File: src/design/writ_pkg.sv
`timescale 1ns / 1ps
`default_nettype none

package writ_pkg;

    // phase codes
    localparam logic [1:0] PHASE_READY   = 2'd0;
    localparam logic [1:0] PHASE_WORKING = 2'd1;
    localparam logic [1:0] PHASE_RESTING = 2'd2;

    // alert codes
    localparam logic [1:0] ALERT_NONE      = 2'd0;
    localparam logic [1:0] ALERT_WORK_DONE = 2'd1;
    localparam logic [1:0] ALERT_REST_DONE = 2'd2;
    localparam logic [1:0] ALERT_HEARTBEAT = 2'd3;

    // register map, index = paddr[4:2]
    localparam logic [2:0] REG_WORK_LENGTH       = 3'd0;
    localparam logic [2:0] REG_SHORT_REST_LENGTH = 3'd1;
    localparam logic [2:0] REG_LONG_REST_LENGTH  = 3'd2;
    localparam logic [2:0] REG_PERIODS_PER_LONG  = 3'd3;
    localparam logic [2:0] REG_HEARTBEAT_INTVL   = 3'd4;
    localparam logic [2:0] REG_LONG_REST_ENABLE  = 3'd5;
    localparam logic [2:0] REG_HEARTBEAT_ENABLE  = 3'd6;
    localparam logic [2:0] REG_AUTO_CONTINUE     = 3'd7;

    localparam logic [15:0] RST_WORK_LENGTH       = 16'd1500;
    localparam logic [15:0] RST_SHORT_REST_LENGTH = 16'd300;
    localparam logic [15:0] RST_LONG_REST_LENGTH  = 16'd900;
    localparam logic [7:0]  RST_PERIODS_PER_LONG  = 8'd4;
    localparam logic [15:0] RST_HEARTBEAT_INTVL   = 16'd10;

    localparam logic [4:0]  DAY_START_HOUR = 5'd6;
    localparam logic [7:0]  COUNT_MAX      = 8'd255;

    typedef struct packed {
        logic [15:0] work_length;
        logic [15:0] short_rest_length;
        logic [15:0] long_rest_length;
        logic [7:0]  periods_per_long_rest;
        logic [15:0] heartbeat_interval;
        logic        long_rest_enable;
        logic        heartbeat_enable;
        logic        auto_continue;
    } t_cfg;

    typedef struct packed {
        logic done;
        logic is_zero;
    } t_mod_res;

endpackage

`default_nettype wire

File: src/design/writ_regs.sv
`timescale 1ns / 1ps
`default_nettype none

module writ_regs (
    input  wire logic        i_clk,
    input  wire logic        i_rst_n,
    input  wire logic        psel,
    input  wire logic        penable,
    input  wire logic        pwrite,
    input  wire logic [4:0]  paddr,
    input  wire logic [31:0] pwdata,
    output logic      [31:0] prdata,
    output logic             pready,
    output writ_pkg::t_cfg   o_cfg
);
    import writ_pkg::*;

    t_cfg       r_cfg;
    logic [2:0] idx;
    logic       wr;

    assign idx    = paddr[4:2];
    assign wr     = psel & penable & pwrite;
    assign pready = 1'b1;
    assign o_cfg  = r_cfg;

    always_ff @(posedge i_clk) begin
        if (!i_rst_n) begin
            r_cfg.work_length           <= RST_WORK_LENGTH;
            r_cfg.short_rest_length     <= RST_SHORT_REST_LENGTH;
            r_cfg.long_rest_length      <= RST_LONG_REST_LENGTH;
            r_cfg.periods_per_long_rest <= RST_PERIODS_PER_LONG;
            r_cfg.heartbeat_interval    <= RST_HEARTBEAT_INTVL;
            r_cfg.long_rest_enable      <= 1'b1;
            r_cfg.heartbeat_enable      <= 1'b1;
            r_cfg.auto_continue         <= 1'b0;
        end else if (wr) begin
            case (idx)
                REG_WORK_LENGTH:       r_cfg.work_length           <= pwdata[15:0];
                REG_SHORT_REST_LENGTH: r_cfg.short_rest_length     <= pwdata[15:0];
                REG_LONG_REST_LENGTH:  r_cfg.long_rest_length      <= pwdata[15:0];
                REG_PERIODS_PER_LONG:  r_cfg.periods_per_long_rest <= pwdata[7:0];
                REG_HEARTBEAT_INTVL:   r_cfg.heartbeat_interval    <= pwdata[15:0];
                REG_LONG_REST_ENABLE:  r_cfg.long_rest_enable      <= pwdata[0];
                REG_HEARTBEAT_ENABLE:  r_cfg.heartbeat_enable      <= pwdata[0];
                REG_AUTO_CONTINUE:     r_cfg.auto_continue         <= pwdata[0];
                default: ;
            endcase
        end
    end

    always_comb begin
        case (idx)
            REG_WORK_LENGTH:       prdata = {16'd0, r_cfg.work_length};
            REG_SHORT_REST_LENGTH: prdata = {16'd0, r_cfg.short_rest_length};
            REG_LONG_REST_LENGTH:  prdata = {16'd0, r_cfg.long_rest_length};
            REG_PERIODS_PER_LONG:  prdata = {24'd0, r_cfg.periods_per_long_rest};
            REG_HEARTBEAT_INTVL:   prdata = {16'd0, r_cfg.heartbeat_interval};
            REG_LONG_REST_ENABLE:  prdata = {31'd0, r_cfg.long_rest_enable};
            REG_HEARTBEAT_ENABLE:  prdata = {31'd0, r_cfg.heartbeat_enable};
            REG_AUTO_CONTINUE:     prdata = {31'd0, r_cfg.auto_continue};
            default:               prdata = 32'd0;
        endcase
    end

endmodule

`default_nettype wire

File: src/design/writ_mod_unit.sv
`timescale 1ns / 1ps
`default_nettype none

// Restoring remainder, one dividend bit per cycle.
// Only reports whether the remainder is zero; divisor of zero is never started.
module writ_mod_unit (
    input  wire logic        i_clk,
    input  wire logic        i_rst_n,
    input  wire logic        i_start,
    input  wire logic [15:0] i_dividend,
    input  wire logic [15:0] i_divisor,
    output writ_pkg::t_mod_res o_res
);
    import writ_pkg::*;

    logic        r_busy;
    logic [3:0]  r_cnt;
    logic [15:0] r_rem;
    logic [15:0] r_dvd;
    logic [15:0] r_div;

    logic [16:0] trial;
    logic [15:0] n_rem;

    always_comb begin
        trial = {r_rem, r_dvd[15]};
        if (trial >= {1'b0, r_div})
            n_rem = 16'(trial - {1'b0, r_div});
        else
            n_rem = trial[15:0];
    end

    assign o_res.done    = r_busy && (r_cnt == 4'hF);
    assign o_res.is_zero = (n_rem == 16'd0);

    always_ff @(posedge i_clk) begin
        if (!i_rst_n) begin
            r_busy <= 1'b0;
            r_cnt  <= 4'd0;
        end else if (i_start) begin
            r_busy <= 1'b1;
            r_cnt  <= 4'd0;
        end else if (r_busy) begin
            r_cnt <= r_cnt + 4'd1;
            if (r_cnt == 4'hF)
                r_busy <= 1'b0;
        end
    end

    always_ff @(posedge i_clk) begin
        if (i_start) begin
            r_rem <= 16'd0;
            r_dvd <= i_dividend;
            r_div <= i_divisor;
        end else if (r_busy) begin
            r_rem <= n_rem;
            r_dvd <= {r_dvd[14:0], 1'b0};
        end
    end

endmodule

`default_nettype wire

File: src/design/work_rest_interval_timer.sv
`timescale 1ns / 1ps
`default_nettype none

// A button or plain tick passes through ST_FIN into the output register;
//   a modulo (heartbeat check or long-rest check) adds ST_MOD before ST_FIN.
// The FSM holds one item at a time; both checks share the single remainder unit.
// A new item is taken while the previous result still waits on the output register.
// Reset (i_rst_n low, synchronous): phase ready, counters zero, registers to defaults.
module work_rest_interval_timer (
    input  wire logic        i_clk,
    input  wire logic        i_rst_n,
    input  wire logic        i_valid,
    output logic             o_ready,
    input  wire logic        i_opcode,
    input  wire logic [4:0]  i_hour_of_day,
    output logic             o_valid,
    input  wire logic        i_ready,
    output logic      [1:0]  o_phase,
    output logic      [15:0] o_seconds_left,
    output logic      [7:0]  o_completed_count,
    output logic      [1:0]  o_alert,
    output logic             o_backlight_on,
    input  wire logic        psel,
    input  wire logic        penable,
    input  wire logic        pwrite,
    input  wire logic [4:0]  paddr,
    input  wire logic [31:0] pwdata,
    output logic      [31:0] prdata,
    output logic             pready
);
    import writ_pkg::*;

    localparam logic [1:0] ST_IDLE = 2'd0;
    localparam logic [1:0] ST_MOD  = 2'd1;
    localparam logic [1:0] ST_FIN  = 2'd2;

    localparam logic KIND_HEARTBEAT = 1'b0;
    localparam logic KIND_LONG_REST = 1'b1;

    t_cfg     cfg;
    t_mod_res mod_res;

    logic [1:0]  r_state, n_state;
    logic [1:0]  r_phase, n_phase;
    logic [15:0] r_remaining, n_remaining;
    logic [7:0]  r_done, n_done;
    logic [4:0]  r_last_hour, n_last_hour;
    logic [1:0]  r_alert, n_alert;
    logic        r_kind, n_kind;
    logic        r_o_valid;

    logic        mod_start;
    logic [15:0] mod_dvd;
    logic [15:0] mod_div;
    logic [15:0] rem_dec;
    logic [7:0]  cnt_inc;
    logic        load_out;

    writ_regs u_regs (
        .i_clk   (i_clk),
        .i_rst_n (i_rst_n),
        .psel    (psel),
        .penable (penable),
        .pwrite  (pwrite),
        .paddr   (paddr),
        .pwdata  (pwdata),
        .prdata  (prdata),
        .pready  (pready),
        .o_cfg   (cfg)
    );

    writ_mod_unit u_mod (
        .i_clk      (i_clk),
        .i_rst_n    (i_rst_n),
        .i_start    (mod_start),
        .i_dividend (mod_dvd),
        .i_divisor  (mod_div),
        .o_res      (mod_res)
    );

    assign o_ready  = (r_state == ST_IDLE);
    assign load_out = (r_state == ST_FIN) && (!r_o_valid || i_ready);
    assign rem_dec  = r_remaining - 16'd1;
    assign cnt_inc  = (r_done < COUNT_MAX) ? r_done + 8'd1 : r_done;

    always_comb begin
        n_state     = r_state;
        n_phase     = r_phase;
        n_remaining = r_remaining;
        n_done      = r_done;
        n_last_hour = r_last_hour;
        n_alert     = r_alert;
        n_kind      = r_kind;
        mod_start   = 1'b0;
        mod_dvd     = 16'd0;
        mod_div     = 16'd0;
        case (r_state)
            ST_IDLE: begin
                if (i_valid) begin
                    n_alert = ALERT_NONE;
                    n_state = ST_FIN;
                    if (i_opcode) begin
                        if (r_phase == PHASE_READY) begin
                            n_phase     = PHASE_WORKING;
                            n_remaining = cfg.work_length;
                        end else begin
                            n_phase = PHASE_READY;
                        end
                    end else if (r_phase == PHASE_WORKING || r_phase == PHASE_RESTING) begin
                        if (r_remaining == 16'd0) begin
                            if (r_phase == PHASE_WORKING) begin
                                // day rollover clears the count in place of the increment
                                if (r_last_hour < DAY_START_HOUR &&
                                    i_hour_of_day >= DAY_START_HOUR)
                                    n_done = 8'd0;
                                else
                                    n_done = cnt_inc;
                                n_last_hour = i_hour_of_day;
                                n_alert     = ALERT_WORK_DONE;
                                n_phase     = PHASE_RESTING;
                                n_remaining = cfg.short_rest_length;
                                if (cfg.long_rest_enable &&
                                    cfg.periods_per_long_rest != 8'd0) begin
                                    mod_start = 1'b1;
                                    mod_dvd   = {8'd0, n_done};
                                    mod_div   = {8'd0, cfg.periods_per_long_rest};
                                    n_kind    = KIND_LONG_REST;
                                    n_state   = ST_MOD;
                                end
                            end else begin
                                n_alert = ALERT_REST_DONE;
                                if (cfg.auto_continue) begin
                                    n_phase     = PHASE_WORKING;
                                    n_remaining = cfg.work_length;
                                end else begin
                                    n_phase = PHASE_READY;
                                end
                            end
                        end else begin
                            n_remaining = rem_dec;
                            if (r_phase == PHASE_WORKING && cfg.heartbeat_enable &&
                                cfg.heartbeat_interval != 16'd0) begin
                                mod_start = 1'b1;
                                mod_dvd   = rem_dec;
                                mod_div   = cfg.heartbeat_interval;
                                n_kind    = KIND_HEARTBEAT;
                                n_state   = ST_MOD;
                            end
                        end
                    end
                end
            end
            ST_MOD: begin
                if (mod_res.done) begin
                    n_state = ST_FIN;
                    if (mod_res.is_zero) begin
                        if (r_kind == KIND_HEARTBEAT)
                            n_alert = ALERT_HEARTBEAT;
                        else
                            n_remaining = cfg.long_rest_length;
                    end
                end
            end
            ST_FIN: begin
                if (load_out)
                    n_state = ST_IDLE;
            end
            default: n_state = ST_IDLE;
        endcase
    end

    always_ff @(posedge i_clk) begin
        if (!i_rst_n) begin
            r_state     <= ST_IDLE;
            r_phase     <= PHASE_READY;
            r_remaining <= 16'd0;
            r_done      <= 8'd0;
            r_last_hour <= 5'd0;
            r_alert     <= ALERT_NONE;
            r_kind      <= KIND_HEARTBEAT;
            r_o_valid   <= 1'b0;
        end else begin
            r_state     <= n_state;
            r_phase     <= n_phase;
            r_remaining <= n_remaining;
            r_done      <= n_done;
            r_last_hour <= n_last_hour;
            r_alert     <= n_alert;
            r_kind      <= n_kind;
            if (load_out)
                r_o_valid <= 1'b1;
            else if (i_ready)
                r_o_valid <= 1'b0;
        end
    end

    // output register, loaded once the previous beat has gone
    always_ff @(posedge i_clk) begin
        if (load_out) begin
            o_phase           <= r_phase;
            o_seconds_left    <= r_remaining;
            o_completed_count <= r_done;
            o_alert           <= r_alert;
            o_backlight_on    <= (r_alert == ALERT_WORK_DONE) ||
                                 (r_alert == ALERT_REST_DONE);
        end
    end

    assign o_valid = r_o_valid;

endmodule

`default_nettype wire

File: config.mk
export PLATFORM = sky130hd
export DESIGN_NAME = work_rest_interval_timer
export DESIGN_NICKNAME = d
export VERILOG_FILES = /design/src/design/writ_pkg.sv /design/src/design/writ_regs.sv /design/src/design/writ_mod_unit.sv /design/src/design/work_rest_interval_timer.sv
export SDC_FILE = /design/constraint.sdc
export NUM_CORES = 1
export LEC_CHECK = 0
export BUFFER_PORTS_ARGS = -buffer_cell sky130_fd_sc_hd__buf_2
export CAP_MARGIN = 10
export CORE_UTILIZATION = 50
export DETAILED_ROUTE_END_ITERATION = 7
export PLACE_DENSITY = 0.7
export SLEW_MARGIN = 20
export SYNTH_ARGS = -nofsm -noshare
export SYNTH_HDL_FRONTEND = slang
export SYNTH_SLANG_ARGS = --single-unit
File: constraint.sdc
create_clock -name i_clk -period 4.97 [get_ports i_clk]
set_clock_uncertainty 0.05 [all_clocks]
set_input_delay 0.994 -clock i_clk [delete_from_list [all_inputs] [get_ports i_clk]]
set_output_delay 0.994 -clock i_clk [all_outputs]
set_load 0.01 [all_outputs]
==> results.json <==
{
  "status": "finished clean",
  "portBuffers": 77,
  "rsz0062_at_grt": "no",
  "start_util_pct": 51.3,
  "syn_area_per_cell_um2": 8.58,
  "synth.cell_area_um2": 10400,
  "dieWidth_um": 146,
  "place_congestion": 0.928,
  "totalWireLength_mm": 28.2,
  "hpwl_mm": 20.0,
  "yosysTopAreaCellShare_pct": 25.4,
  "cts.sinks": 193,
  "ctsLongestPathBuffers": 2,
  "final_nets": 1319,
  "tightest_slew_ps": 1030,
  "drtPass1Iterations": 5,
  "slew_violations": 0,
  "wl_per_cell_um": 18.5,
  "synth_commonest_cells": "nand2_1, dfxtp_1, nor2_1",
  "multiInputGateArea_um2": 5370,
  "critPathBufInv": 3,
  "slowest_delay_ps": 430,
  "antenna_cells": 0,
  "period_share_pct": 77.1,
  "cts-root-buf": "clkbuf_16",
  "drive_above_1_share_pct": 12.6,
  "powerDensity_nw_per_um2": 392,
  "yosys.area.top_type": "dfxtp_1",
  "finish.utilization_pct": 56.2,
  "via_per_inst": 5.89,
  "peakVddDrop_uv": 247,
  "yosysWarningCount": 0,
  "clk_latency_ps": 440,
  "cp_top_family": "compound AO/OA/AOI/OAI gates",
  "vias": 9000,
  "gr-usage-all-layers_pct": 26.8,
  "ys_seq_elements": 193,
  "slew_headroom_pct": 31.1,
  "cts.repair.resized": 0,
  "worstPathArrival_ps": 4150,
  "core_um2": 20300,
  "fmax_mhz": 261,
  "worstPathCellList": "inv_1 > ha_1 > inv_1 > fa_1 > a21o_1 > and4_4 > or3_1 > a211oi_1 > o2111ai_1 > o41ai_2 > o21ai_2 > nor3_4 > buf_4 > mux2i_1",
  "register_area_um2": 4470,
  "timing.setup.tns_ps": 0,
  "final_cell_area_um2": 11400,
  "io_pins": 114,
  "leakage_nw": 4.36,
  "synth_ff_type": "dfxtp_1",
  "ys_seq_area_share_pct": 43.0,
  "dieHeight_um": 146,
  "nFillCells": 1887,
  "slowest_stage": "edfxtp_1",
  "setup_viol": 0,
  "synth.distinct_cells": 83,
  "drc": 0,
  "cts_tree": "yes",
  "clk_pin_slew_ps": 70,
  "synth_edf_count": 61,
  "row_count": 52,
  "startpoint_type": "flip-flop",
  "grt_pass1_wl_mm": 44.9,
  "place_area_um2": 10800,
  "dp_cells": 1498,
  "period_needed_ps": 3830,
  "syn_inst": 1212,
  "numCtsBuffers": 17,
  "path_class": "flip-flop to flip-flop",
  "hold_class": "flip-flop to flip-flop",
  "ant_nets": 0,
  "cap_violations": 0,
  "synth_area_leaders": "dfxtp_1, edfxtp_1, nand2_1",
  "finalHoldViolCount": 0,
  "crit_fanout": 16,
  "synth_most_common_cell": "nand2_1",
  "area_growth_pct": 9.67,
  "holdBufCountCts": 0,
  "synthArstFlopShare_pct": 0,
  "first_iter_violations": 773,
  "grt_max_degree": 98,
  "cp_common_cell": "inv_1",
  "die_area_um2": 21400,
  "crit_required_ps": 5280,
  "antenna_found_initial": 0,
  "cts-htree-levels": 4,
  "grt_overflow": 0,
  "grt_pass1_vias": 8192,
  "post_cts_buffers": 0,
  "finalNonFillerCells": 1529,
  "endpoint_kind": "flip-flop"
}
-- path summary, 6_finish.rpt --
kind                   start              end  slack (ps)  depth (start not counted)
min               r_phase[0]       o_phase[0]         420                          0
max reg2reg  u_mod.r_dvd[15]  r_remaining[13]        1140                         14
max          u_mod.r_dvd[15]  r_remaining[13]        1140                         14
min reg2reg       r_phase[0]       o_phase[0]         420                          0
-- placed cells by master, fill, tap and decap left out, types with 7 or more instances in the layout --
master     instances
o211ai_1          13
nand4_1           10
ha_1              21
a21oi_1           77
o22ai_1            7
conb_1            17
o2111ai_1          9
buf_2             76
or3_1             10
o21ai_0           38
dfxtp_1          132
xor2_1            11
nor3_1            26
nand2b_1          12
a22oi_1           10
mux2i_1           35
nor2_1            91
a211oi_1          12
clkbuf_16         18
nor2b_1           17
and3_1             7
buf_4             17
nand2_1          241
or2_2              7
mux2_2             7
a22o_1             8
nand3_1           40
nor4_1            12
a31oi_1           11
and2_1             9
a21boi_0          59
inv_1             34
edfxtp_1          61
xnor2_1           11
-- flip-flops by register name, summed over array words and instances (netlist names) --
register	count
u_mod.r_div	16
r_alert	2
o_seconds_left	16
r_remaining	16
o_phase	2
r_kind	1
o_valid	1
o_alert	2
u_mod.r_rem	16
r_state	2
u_mod.r_cnt	4
r_phase	2
r_done	8
o_backlight_on	1
u_mod.r_busy	1
u_mod.r_dvd	16
u_regs.o_cfg	75
r_last_hour	4
o_completed_count	8
-- cells by family (layout without fill, tap and decap cells) --
family | count (synthesis) | after routing | share of synthesized area, %
AND/OR/NAND/NOR | 506 | 506 | 22.2
AO/OA/AOI/OAI | 293 | 293 | 19.1
flip-flops | 193 | 193 | 43.0
buffers and inverters | 128 | 160 | 6.22
multiplexers | 46 | 46 | 4.88
adder cells (fa/ha/maj) | 22 | 22 | 2.72
XOR/XNOR | 22 | 22 | 1.85
other | 2 | 17 | 0.0722
-- through the flow --
stage          setup slack (ps)  hold WS, ps  total power, mW
2_1_floorplan              1600          356             2.84
3_3_place_gp               1210          397             3.09
3_5_place_dp               1170          409             3.09
4_1_cts                    1150          426             4.47
5_1_grt                     844          450             4.70
6_report                   1140          425             4.47
-- worst register-to-register path: cells and delay by family (launching register included) --
kind	cells	cell delay [ps]
AOI/OAI and AO/OA	5	1220
and+or+nand+nor	3	740
adders and majority gates	2	610
buffers and inverters	3	460
DFF	1	430
muxes	1	240
-- routing by layer --
metal	track usage [%]	routed length [um]	part of all wire [%]	vias up
met1	37.1	12400	44	4257
met2	42.2	13100	46	364
met5	0	0	0	-
met3	5.44	2190	7.8	35
li1	-	-	-	4344
met4	7.71	528	1.9	0
-- area by class of cell --
type | count | share of cell area (%)
Clock buffer | 23 | 4.21
Sequential cell | 193 | 39.2
Timing Repair Buffer | 93 | 4.45
Multi-Input combinational cell | 906 | 47.1
Inverter | 36 | 1.18
Clock inverter | 8 | 0.899
Tap cell | 270 | 2.96
-- power by group --
part	internal, mW	total [mW]	switching, mW
clock	0.787	1.39	0.603
combinational	0.480	1.26	0.777
sequential	1.72	1.82	0.103
No activity file was read; power rests on OpenSTA's default activity.
